[config.mk]
export PLATFORM = sky130hd
export DESIGN_NAME = ultrasonic_echo_ranger_top
export DESIGN_NICKNAME = d
export VERILOG_FILES = /design/src/rtl/uer_pkg.sv /design/src/rtl/uer_cfg.sv /design/src/rtl/uer_core.sv /design/src/rtl/ultrasonic_echo_ranger_top.sv
export SDC_FILE = /design/constraint.sdc
export NUM_CORES = 1
export LEC_CHECK = 0
export ABC_AREA = 1
export BUFFER_PORTS_ARGS = -buffer_cell sky130_fd_sc_hd__buf_2
export CAP_MARGIN = 25
export CORE_ASPECT_RATIO = 1.25
export CORE_UTILIZATION = 53
export DETAILED_ROUTE_END_ITERATION = 16
export PLACE_DENSITY = 0.75
export SYNTH_ARGS = -nofsm -noshare
export SYNTH_HDL_FRONTEND = slang
export SYNTH_SLANG_ARGS = --single-unit
[constraint.sdc]
create_clock -name clk -period 8.2 [get_ports clk]
set_input_delay 1.64 -clock clk [delete_from_list [all_inputs] [get_ports clk]]
set_output_delay 1.64 -clock clk [all_outputs]
set_load 0.01 [all_outputs]
[src/rtl/uer_pkg.sv]
package uer_pkg;

  // width of the echo pulse counter, wraps modulo 2**PulseBits
  localparam int PulseBits = 16;

  // widest distance the pulse counter can give, pulse*17/100
  localparam int DistMax = ((2 ** PulseBits - 1) * 17) / 100;
  localparam int DistW   = $clog2(DistMax + 1);
  localparam int CmpW    = (DistW > 14) ? DistW : 14;

  localparam int CfgAddrW = 3;
  localparam int CfgDataW = 18;

  // sound travels 0.17 tenth-cm per microsecond of round trip
  localparam logic [6:0] DistStep = 7'd17;
  localparam logic [6:0] DistDiv  = 7'd100;

  localparam logic [CfgAddrW-1:0] REG_TRIG_LOW  = 3'd0;
  localparam logic [CfgAddrW-1:0] REG_TRIG_HIGH = 3'd1;
  localparam logic [CfgAddrW-1:0] REG_INTERVAL  = 3'd2;
  localparam logic [CfgAddrW-1:0] REG_TIMEOUT   = 3'd3;
  localparam logic [CfgAddrW-1:0] REG_MIN_DIST  = 3'd4;
  localparam logic [CfgAddrW-1:0] REG_MAX_DIST  = 3'd5;

  localparam logic [17:0] Sat18 = 18'h3FFFF;

  typedef struct packed {
    logic [7:0]  trigger_low_us;
    logic [7:0]  trigger_high_us;
    logic [17:0] interval_us;
    logic [17:0] timeout_us;
    logic [13:0] min_distance;
    logic [13:0] max_distance;
  } cfg_t;

  typedef struct packed {
    logic [13:0] distance_tenth_cm;
    logic [15:0] pulse_us;
    logic        result_valid;
    logic        timed_out;
    logic        done_res;
    logic        busy_res;
    logic        trig_level;
  } res_t;

endpackage

[src/rtl/uer_cfg.sv]
module uer_cfg
  import uer_pkg::*;
(
  input  logic                clk,
  input  logic                rst,
  input  logic                cfg_we,
  input  logic [CfgAddrW-1:0] cfg_addr,
  input  logic [CfgDataW-1:0] cfg_wdata,
  output cfg_t                cfg
);

  always_ff @(posedge clk) begin
    if (rst) begin
      cfg.trigger_low_us  <= 8'd2;
      cfg.trigger_high_us <= 8'd15;
      cfg.interval_us     <= 18'd60000;
      cfg.timeout_us      <= 18'd30000;
      cfg.min_distance    <= 14'd20;
      cfg.max_distance    <= 14'd4000;
    end else if (cfg_we) begin
      unique case (cfg_addr)
        REG_TRIG_LOW:  cfg.trigger_low_us  <= cfg_wdata[7:0];
        REG_TRIG_HIGH: cfg.trigger_high_us <= cfg_wdata[7:0];
        REG_INTERVAL:  cfg.interval_us     <= cfg_wdata[17:0];
        REG_TIMEOUT:   cfg.timeout_us      <= cfg_wdata[17:0];
        REG_MIN_DIST:  cfg.min_distance    <= cfg_wdata[13:0];
        REG_MAX_DIST:  cfg.max_distance    <= cfg_wdata[13:0];
        default: ;
      endcase
    end
  end

endmodule

[src/rtl/uer_core.sv]
module uer_core
  import uer_pkg::*;
(
  input  logic clk,
  input  logic rst,
  input  cfg_t cfg,
  input  logic accept,
  input  logic command,
  input  logic echo_level,
  output res_t res_next
);

  typedef enum logic [2:0] {
    PH_IDLE,
    PH_TRIG_LOW,
    PH_TRIG_HIGH,
    PH_WAIT_RISE,
    PH_MEASURE
  } phase_t;

  phase_t               phase, phase_next;
  logic [7:0]           phase_count, phase_count_next;
  logic [17:0]          since_start, since_start_next;
  logic [17:0]          wait_count, wait_count_next;
  logic [PulseBits-1:0] echo_width, echo_width_next;
  logic [DistW-1:0]     dist_quo, dist_quo_next;   // running echo_width*17/100
  logic [6:0]           dist_rem, dist_rem_next;   // running remainder mod 100
  logic                 echo_prev, echo_prev_next;
  logic                 done_flag, done_flag_next;
  logic                 timeout_flag, timeout_flag_next;
  logic [PulseBits-1:0] last_pulse, last_pulse_next;
  logic [13:0]          last_distance, last_distance_next;

  logic                 valid;
  logic [17:0]          since_inc, wait_inc;
  logic [7:0]           count_dec, high_load;
  logic [PulseBits-1:0] width_inc;
  logic [7:0]           rem_sum;
  logic [DistW-1:0]     quo_inc;
  logic [6:0]           rem_inc;
  logic [CmpW-1:0]      dist_cmp;

  always_comb begin
    since_inc = (since_start == Sat18) ? Sat18 : since_start + 18'd1;
    wait_inc  = (wait_count == Sat18) ? Sat18 : wait_count + 18'd1;
    count_dec = phase_count - 8'd1;
    high_load = (cfg.trigger_high_us == 8'd0) ? 8'd1 : cfg.trigger_high_us;
    width_inc = echo_width + 1'b1;
    // step the distance by 17/100 per tick, restart when the counter wraps
    rem_sum   = {1'b0, dist_rem} + {1'b0, DistStep};
    if (width_inc == '0) begin
      quo_inc = '0;
      rem_inc = '0;
    end else if (rem_sum >= {1'b0, DistDiv}) begin
      quo_inc = dist_quo + 1'b1;
      rem_inc = 7'(rem_sum - {1'b0, DistDiv});
    end else begin
      quo_inc = dist_quo;
      rem_inc = rem_sum[6:0];
    end
    dist_cmp = CmpW'(quo_inc);
  end

  always_comb begin
    phase_next         = phase;
    phase_count_next   = phase_count;
    since_start_next   = since_start;
    wait_count_next    = wait_count;
    echo_width_next    = echo_width;
    dist_quo_next      = dist_quo;
    dist_rem_next      = dist_rem;
    echo_prev_next     = echo_prev;
    done_flag_next     = done_flag;
    timeout_flag_next  = timeout_flag;
    last_pulse_next    = last_pulse;
    last_distance_next = last_distance;
    valid              = 1'b0;

    if (command) begin
      // clear: not a tick, counters kept
      phase_next         = PH_IDLE;
      done_flag_next     = 1'b0;
      timeout_flag_next  = 1'b0;
      last_distance_next = '0;
    end else begin
      since_start_next = since_inc;
      echo_prev_next   = echo_level;
      if (phase == PH_IDLE) begin
        if (since_inc >= cfg.interval_us) begin
          since_start_next  = '0;
          wait_count_next   = '0;
          last_pulse_next   = '0;
          done_flag_next    = 1'b0;
          timeout_flag_next = 1'b0;
          if (cfg.trigger_low_us == 8'd0) begin
            phase_next       = PH_TRIG_HIGH;
            phase_count_next = high_load;
          end else begin
            phase_next       = PH_TRIG_LOW;
            phase_count_next = cfg.trigger_low_us;
          end
        end
      end else begin
        wait_count_next = wait_inc;
        if (wait_inc > cfg.timeout_us) begin
          phase_next         = PH_IDLE;
          timeout_flag_next  = 1'b1;
          done_flag_next     = 1'b1;
          last_distance_next = '0;
          valid              = 1'b1;
        end else begin
          unique case (phase)
            PH_TRIG_LOW: begin
              phase_count_next = count_dec;
              if (count_dec == 8'd0) begin
                phase_next       = PH_TRIG_HIGH;
                phase_count_next = high_load;
              end
            end
            PH_TRIG_HIGH: begin
              phase_count_next = count_dec;
              if (count_dec == 8'd0) begin
                phase_next = PH_WAIT_RISE;
              end
            end
            PH_WAIT_RISE: begin
              if (echo_level && !echo_prev) begin
                phase_next      = PH_MEASURE;
                echo_width_next = '0;
                dist_quo_next   = '0;
                dist_rem_next   = '0;
              end
            end
            default: begin
              echo_width_next = width_inc;
              dist_quo_next   = quo_inc;
              dist_rem_next   = rem_inc;
              if (!echo_level) begin
                last_pulse_next = width_inc;
                if (dist_cmp < CmpW'(cfg.min_distance) ||
                    dist_cmp > CmpW'(cfg.max_distance)) begin
                  last_distance_next = '0;
                end else begin
                  last_distance_next = 14'(quo_inc);
                end
                done_flag_next    = 1'b1;
                timeout_flag_next = 1'b0;
                phase_next        = PH_IDLE;
                valid             = 1'b1;
              end
            end
          endcase
        end
      end
    end

    res_next.trig_level        = (phase_next == PH_TRIG_HIGH);
    res_next.busy_res          = (phase_next != PH_IDLE);
    res_next.done_res          = done_flag_next;
    res_next.timed_out         = timeout_flag_next;
    res_next.result_valid      = valid;
    res_next.pulse_us          = 16'(last_pulse_next);
    res_next.distance_tenth_cm = last_distance_next;
  end

  always_ff @(posedge clk) begin
    if (rst) begin
      phase         <= PH_IDLE;
      phase_count   <= '0;
      since_start   <= '0;
      wait_count    <= '0;
      echo_width    <= '0;
      dist_quo      <= '0;
      dist_rem      <= '0;
      echo_prev     <= 1'b0;
      done_flag     <= 1'b0;
      timeout_flag  <= 1'b0;
      last_pulse    <= '0;
      last_distance <= '0;
    end else if (accept) begin
      phase         <= phase_next;
      phase_count   <= phase_count_next;
      since_start   <= since_start_next;
      wait_count    <= wait_count_next;
      echo_width    <= echo_width_next;
      dist_quo      <= dist_quo_next;
      dist_rem      <= dist_rem_next;
      echo_prev     <= echo_prev_next;
      done_flag     <= done_flag_next;
      timeout_flag  <= timeout_flag_next;
      last_pulse    <= last_pulse_next;
      last_distance <= last_distance_next;
    end
  end

endmodule

[src/rtl/ultrasonic_echo_ranger_top.sv]
// Ultrasonic ranging controller. Each input item is one microsecond tick carrying
// the sampled echo level (s_tuser = 0), or a clear command (s_tuser = 1). Every item
// gives exactly one result item: trigger pin level, busy/done/timeout status, a
// one-item result_valid strobe, the last echo width in us and the distance in
// tenths of a cm (width*17/100, 0 when outside the min/max window or on
// timeout). The distance is kept as a running quotient and remainder that step
// by 17 each echo tick, so no divider sits in the path. One item is taken per
// clock while the result stream is not stalled: the state update is a single
// pass of logic and the result sits in one output register, which reloads in
// the same cycle it is taken. Registers are written through
// cfg_we/cfg_addr/cfg_wdata and should only change while no measurement is running.
module ultrasonic_echo_ranger_top
  import uer_pkg::*;
(
  input  logic                clk,
  input  logic                rst,
  // input item stream
  input  logic                s_tvalid,
  output logic                s_tready,
  input  logic [7:0]          s_tdata,   // [0] echo_level, [7:1] zero
  input  logic                s_tuser,   // [0] command (0 tick, 1 clear)
  // result item stream
  output logic                m_tvalid,
  input  logic                m_tready,
  output logic [39:0]         m_tdata,   // [0] trig_level, [1] busy_res, [2] done_res,
                                         // [3] timed_out, [4] result_valid,
                                         // [20:5] pulse_us, [34:21] distance_tenth_cm,
                                         // [39:35] zero
  // register write port
  input  logic                cfg_we,
  input  logic [CfgAddrW-1:0] cfg_addr,
  input  logic [CfgDataW-1:0] cfg_wdata
);

  cfg_t cfg;
  res_t res_next;
  res_t res;
  logic accept;

  // output register frees up in the same cycle it is drained
  assign s_tready = !m_tvalid || m_tready;
  assign accept   = s_tvalid && s_tready;

  uer_cfg u_cfg (
    .clk       (clk),
    .rst       (rst),
    .cfg_we    (cfg_we),
    .cfg_addr  (cfg_addr),
    .cfg_wdata (cfg_wdata),
    .cfg       (cfg)
  );

  uer_core u_core (
    .clk        (clk),
    .rst        (rst),
    .cfg        (cfg),
    .accept     (accept),
    .command    (s_tuser),
    .echo_level (s_tdata[0]),
    .res_next   (res_next)
  );

  // result register
  always_ff @(posedge clk) begin
    if (rst) begin
      m_tvalid <= 1'b0;
    end else if (accept) begin
      m_tvalid <= 1'b1;
    end else if (m_tready) begin
      m_tvalid <= 1'b0;
    end
  end

  always_ff @(posedge clk) begin
    if (accept) begin
      res <= res_next;
    end
  end

  assign m_tdata = {5'd0, res.distance_tenth_cm, res.pulse_us, res.result_valid,
                    res.timed_out, res.done_res, res.busy_res, res.trig_level};

endmodule
==> impl_metrics.prom <==
# TYPE chip_impl_metric gauge
chip_impl_metric{name="grt_antenna_before_repair",unit=""} 0
chip_impl_info{name="start_kind",value="flop"} 1
chip_impl_metric{name="fillers",unit=""} 2196
chip_impl_metric{name="ir_drop",unit="V"} 0.000189
chip_impl_metric{name="synth.cell_area",unit="µm²"} 13000
chip_impl_metric{name="chipWidth",unit="µm"} 142
chip_impl_info{name="run_status",value="finished, final reports clean"} 1
chip_impl_metric{name="endpoint_arrival_time_on_the_critical_path",unit="ps"} 6780
chip_impl_metric{name="finalWeightedCongestion",unit=""} 0.926
chip_impl_metric{name="layout.core_utilization",unit="%"} 59.7
chip_impl_metric{name="pin_count_of_the_biggest_net_entering_global_routing",unit=""} 81
chip_impl_metric{name="routed_wire_length_per_instance",unit="µm"} 14.5
chip_impl_metric{name="post-dp-hpwl",unit="µm"} 22500
chip_impl_metric{name="detailedRoute.firstIterationViolations",unit=""} 675
chip_impl_metric{name="met1Wirelength",unit="µm"} 13300
chip_impl_metric{name="syn-mean-instance-area",unit="µm²"} 7.10
chip_impl_metric{name="met2RoutedLength",unit="µm"} 15900
chip_impl_metric{name="cts_made_buffers",unit=""} 24
chip_impl_metric{name="port_buffers",unit=""} 64
chip_impl_metric{name="totalWireLength",unit="µm"} 31800
chip_impl_metric{name="hold_viol_final",unit=""} 0
chip_impl_metric{name="required",unit="ps"} 8660
chip_impl_metric{name="timing_worst_slew_pin_value",unit="ps"} 975
chip_impl_metric{name="final_max_slew_viol_count",unit=""} 0
chip_impl_metric{name="layout.nets",unit=""} 1964
chip_impl_metric{name="ioPinCount",unit=""} 77
chip_impl_metric{name="viasPerCell",unit=""} 5.36
chip_impl_metric{name="clock-sinks",unit=""} 233
chip_impl_metric{name="maxCapViolCount",unit=""} 0
chip_impl_metric{name="cts.repair_timing.setup_buffer_count",unit=""} 0
chip_impl_info{name="critical_path.endpoint_type",value="flop"} 1
chip_impl_info{name="worstSetupPathType",value="flop to flop"} 1
chip_impl_metric{name="grt_usage",unit="%"} 25.9
chip_impl_metric{name="clock_insertion_delay_worst_skew",unit="ps"} 540
chip_impl_metric{name="layout_setup_ws",unit="ps"} 1880
chip_impl_metric{name="wire_length_of_the_first_global_routing_pass",unit="µm"} 52800
chip_impl_metric{name="start_util",unit="%"} 54.3
chip_impl_metric{name="grt_overflow_total",unit=""} 0
chip_impl_info{name="cts_root_buf",value="clkbuf_16"} 1
chip_impl_metric{name="antenna_nets_post_route",unit=""} 0
chip_impl_info{name="hp-start",value="u_cfg.cfg[17]$_SDFFE_PP0P_"} 1
chip_impl_metric{name="max_slew_margin",unit="%"} 34.7
chip_impl_info{name="maxUsedRoutingLayer",value="met4"} 1
chip_impl_metric{name="fp-row-count",unit=""} 63
chip_impl_metric{name="drt_drc_violations_left",unit=""} 0
chip_impl_metric{name="design.core.area",unit="µm²"} 23900
chip_impl_metric{name="synth_cells",unit=""} 1826
chip_impl_metric{name="skew",unit="ps"} 20.8
chip_impl_info{name="rsz_0062_raised_after_global_routing",value="no"} 1
chip_impl_metric{name="yosysUniqueCellTypes",unit=""} 48
chip_impl_info{name="cts_tree",value="yes"} 1
chip_impl_metric{name="firstDrtPassIters",unit=""} 5
chip_impl_metric{name="biggest_fanout_along_the_worst_timing_path",unit=""} 18
chip_impl_metric{name="timing.final.setup_violations",unit=""} 0
chip_impl_info{name="rr_startpoint",value="u_core.since_start[0]$_SDFFE_PP0P_"} 1
chip_impl_metric{name="clk_path_buf_depth",unit=""} 3
chip_impl_metric{name="die_height",unit="µm"} 177
chip_impl_metric{name="post_cts_hold_buffer_count",unit=""} 0
chip_impl_metric{name="timing_limited_maximum_frequency",unit="MHz"} 158
chip_impl_info{name="worst_hold_path_type",value="flop to flop"} 1
chip_impl_metric{name="finalCritPeriodShare",unit="%"} 77.0
chip_impl_metric{name="routed-wl-met3",unit="µm"} 1380
chip_impl_metric{name="leakage",unit="nW"} 6.56
chip_impl_metric{name="synth_seq_area_share",unit="%"} 38.7
chip_impl_metric{name="post-layout-total-power",unit="mW"} 2.62
chip_impl_metric{name="final_layout_size_suffix_gt1_share",unit="%"} 7.95
chip_impl_metric{name="cts_resized",unit=""} 0
chip_impl_info{name="worstSetupStartpoint",value="u_core.since_start[0]$_SDFFE_PP0P_"} 1
chip_impl_metric{name="area_delta_synth_final",unit="%"} 10.0
chip_impl_metric{name="finalSetupTns",unit="ps"} 0
chip_impl_metric{name="setup_slack_at_placement",unit="ps"} 2060
chip_impl_metric{name="clkTransAtPathRegs",unit="ps"} 60
chip_impl_metric{name="number_of_global_route_vias_before_repair",unit=""} 11299
chip_impl_metric{name="cts.htree.levels",unit=""} 1
chip_impl_metric{name="timing.final.crit_period",unit="ps"} 6320
chip_impl_metric{name="synth_seq_cells",unit=""} 233
chip_impl_metric{name="die-area",unit="µm²"} 25100
chip_impl_metric{name="dr_total_vias",unit=""} 11795
chip_impl_metric{name="pwr_density_cell",unit="nW/µm²"} 184
chip_impl_metric{name="warnings_synthesis",unit=""} 0
[kinds of logic (layout without fill, tap and decap cells)]
| kind of cell | after synthesis | in the layout | share of synthesized area, % |
|---|---|---|---|
| adders and majority gates | 71 | 71 | 6.85 |
| AOI/OAI and AO/OA | 432 | 432 | 18.5 |
| and+or+nand+nor | 713 | 713 | 23.1 |
| buffers and inverters | 335 | 380 | 10.1 |
| other | 1 | 6 | 0.0289 |
| DFF | 233 | 233 | 38.7 |
| xor gates and xnor gates | 40 | 40 | 2.70 |
| muxes | 1 | 1 | 0.0868 |
[critical path, stage by stage (launching register included)]
cell and delay (ps):
dfxtp_1 380, ha_1 210, nand3_1 130, nor3_1 230, inv_1 90, nor3_1 250, nand3_1 180, nor2_1 150
inv_1 70, nor2_1 120, inv_1 70, nor2_1 230, nand3_1 510, o21ai_0 330, ha_1 320, a21oi_1 150
o21ai_0 100, nor2_1 100, nor2_1 50, o21ai_0 160, a21oi_1 100, nor2_1 120, o21ai_0 240, nor2_1 830
inv_1 240, nand2_1 620, nand2_1 120, a21oi_1 160
[state kept, by name, indices dropped and copies added, names as in the netlist]
register,cells
u_core.dist_rem,7
u_core.wait_count,18
u_core.last_pulse,16
u_core.echo_width,16
u_core.phase_count,8
u_core.timeout_flag,1
m_tvalid,1
u_core.phase,3
u_core.done_flag,1
u_core.echo_prev,1
u_core.last_distance,14
u_core.since_start,18
u_cfg.cfg,80
u_core.dist_quo,14
m_tdata,35
[routing by layer]
layer	track usage, %	vias up
met3	3.03	77
met4	11.9	0
li1	-	6051
met5	0	-
met1	30.0	5402
met2	47.4	265
[cell usage in the layout, fill, tap and decap left out, types with 3 or more instances in the layout]
cell	count
nand2_2	6
inv_1	248
nor3_1	20
a21oi_1	175
clkinv_1	8
nor2_2	5
a211oi_1	11
clkinv_2	8
a22oi_1	15
buf_4	9
clkbuf_16	24
edfxtp_1	35
nor4_1	7
nand4_1	22
buf_2	64
o21ai_0	165
dfxtp_1	198
nand3b_1	5
ha_1	71
o21a_1	10
nand2_4	3
o21bai_1	12
nor2_1	179
nand3_2	3
conb_1	5
xnor2_1	11
xor2_1	29
clkinvlp_4	3
a31oi_1	6
o211ai_1	29
inv_2	7
nand3_1	75
nand2_1	380
[cell type report]
class | instances | area, µm² | share of cell area (%)
multi-input cells | 1262 | 6660 | 46.7
flip-flops and latches | 233 | 5010 | 35.1
inverters | 262 | 983 | 6.89
clock buffers | 26 | 618 | 4.33
repair buffers | 75 | 419 | 2.94
well taps | 325 | 407 | 2.85
clock inverters | 17 | 160 | 1.12
diodes | 1 | 2.50 | 0.0175
[cells in the mapped netlist (all sizes together)]
library cell	n	area [µm²]
o21ai	167	836
nor3	21	110
a21o	1	7.51
nor3b	2	15.0
a21oi	175	876
xnor2	11	96.3
nor2	186	734
a31oi	6	37.5
conb	1	3.75
mux2	1	11.3
nand3	78	405
clkbuf	58	218
o2bb2ai	1	8.76
a211oi	11	82.6
nor4	7	43.8
xor2	29	254
edfxtp	35	1050
a31o	1	8.76
o211a	1	10.0
clkinv	8	30.0
or2	2	12.5
a22oi	15	113
nand4	22	138
o21a	10	75.1
and3	1	6.26
buf	15	105
a41oi	1	8.76
o21bai	14	113
nand3b	5	37.5
nand2	389	1500
dfxtp	198	3960
inv	254	953
o211ai	29	218
ha	71	888
[final timing paths]
kind	endpoint	slack, ps	cells after the start
worst min register to register	u_cfg.cfg[17]$_SDFFE_PP0P_	460	2
worst max register to register	u_core.wait_count[16]$_SDFFE_PP0P_	1880	27
worst min-delay path	u_cfg.cfg[17]$_SDFFE_PP0P_	460	2
worst max-delay path	u_core.wait_count[16]$_SDFFE_PP0P_	1880	27
[power breakdown]
part / leakage [nW] / internal [mW] / switching, mW
clock: 0.381 / 0.612 / 0.476
combinational: 4.21 / 0.0956 / 0.199
sequential: 1.96 / 1.21 / 0.0228
total: 6.56 / 1.92 / 0.699
[stage by stage]
step | instance area (µm²) | std cells | hold WS (ps)
final | 14300 | 2201 | 462
after global routing | 14300 | 2200 | 481
after CTS | 14300 | 2200 | 464
after detailed placement | 13500 | 2157 | 454
after global placement | 13500 | 2155 | 447
after floorplan | 13000 | 1830 | 430
Power figures use the tool's default switching activity.
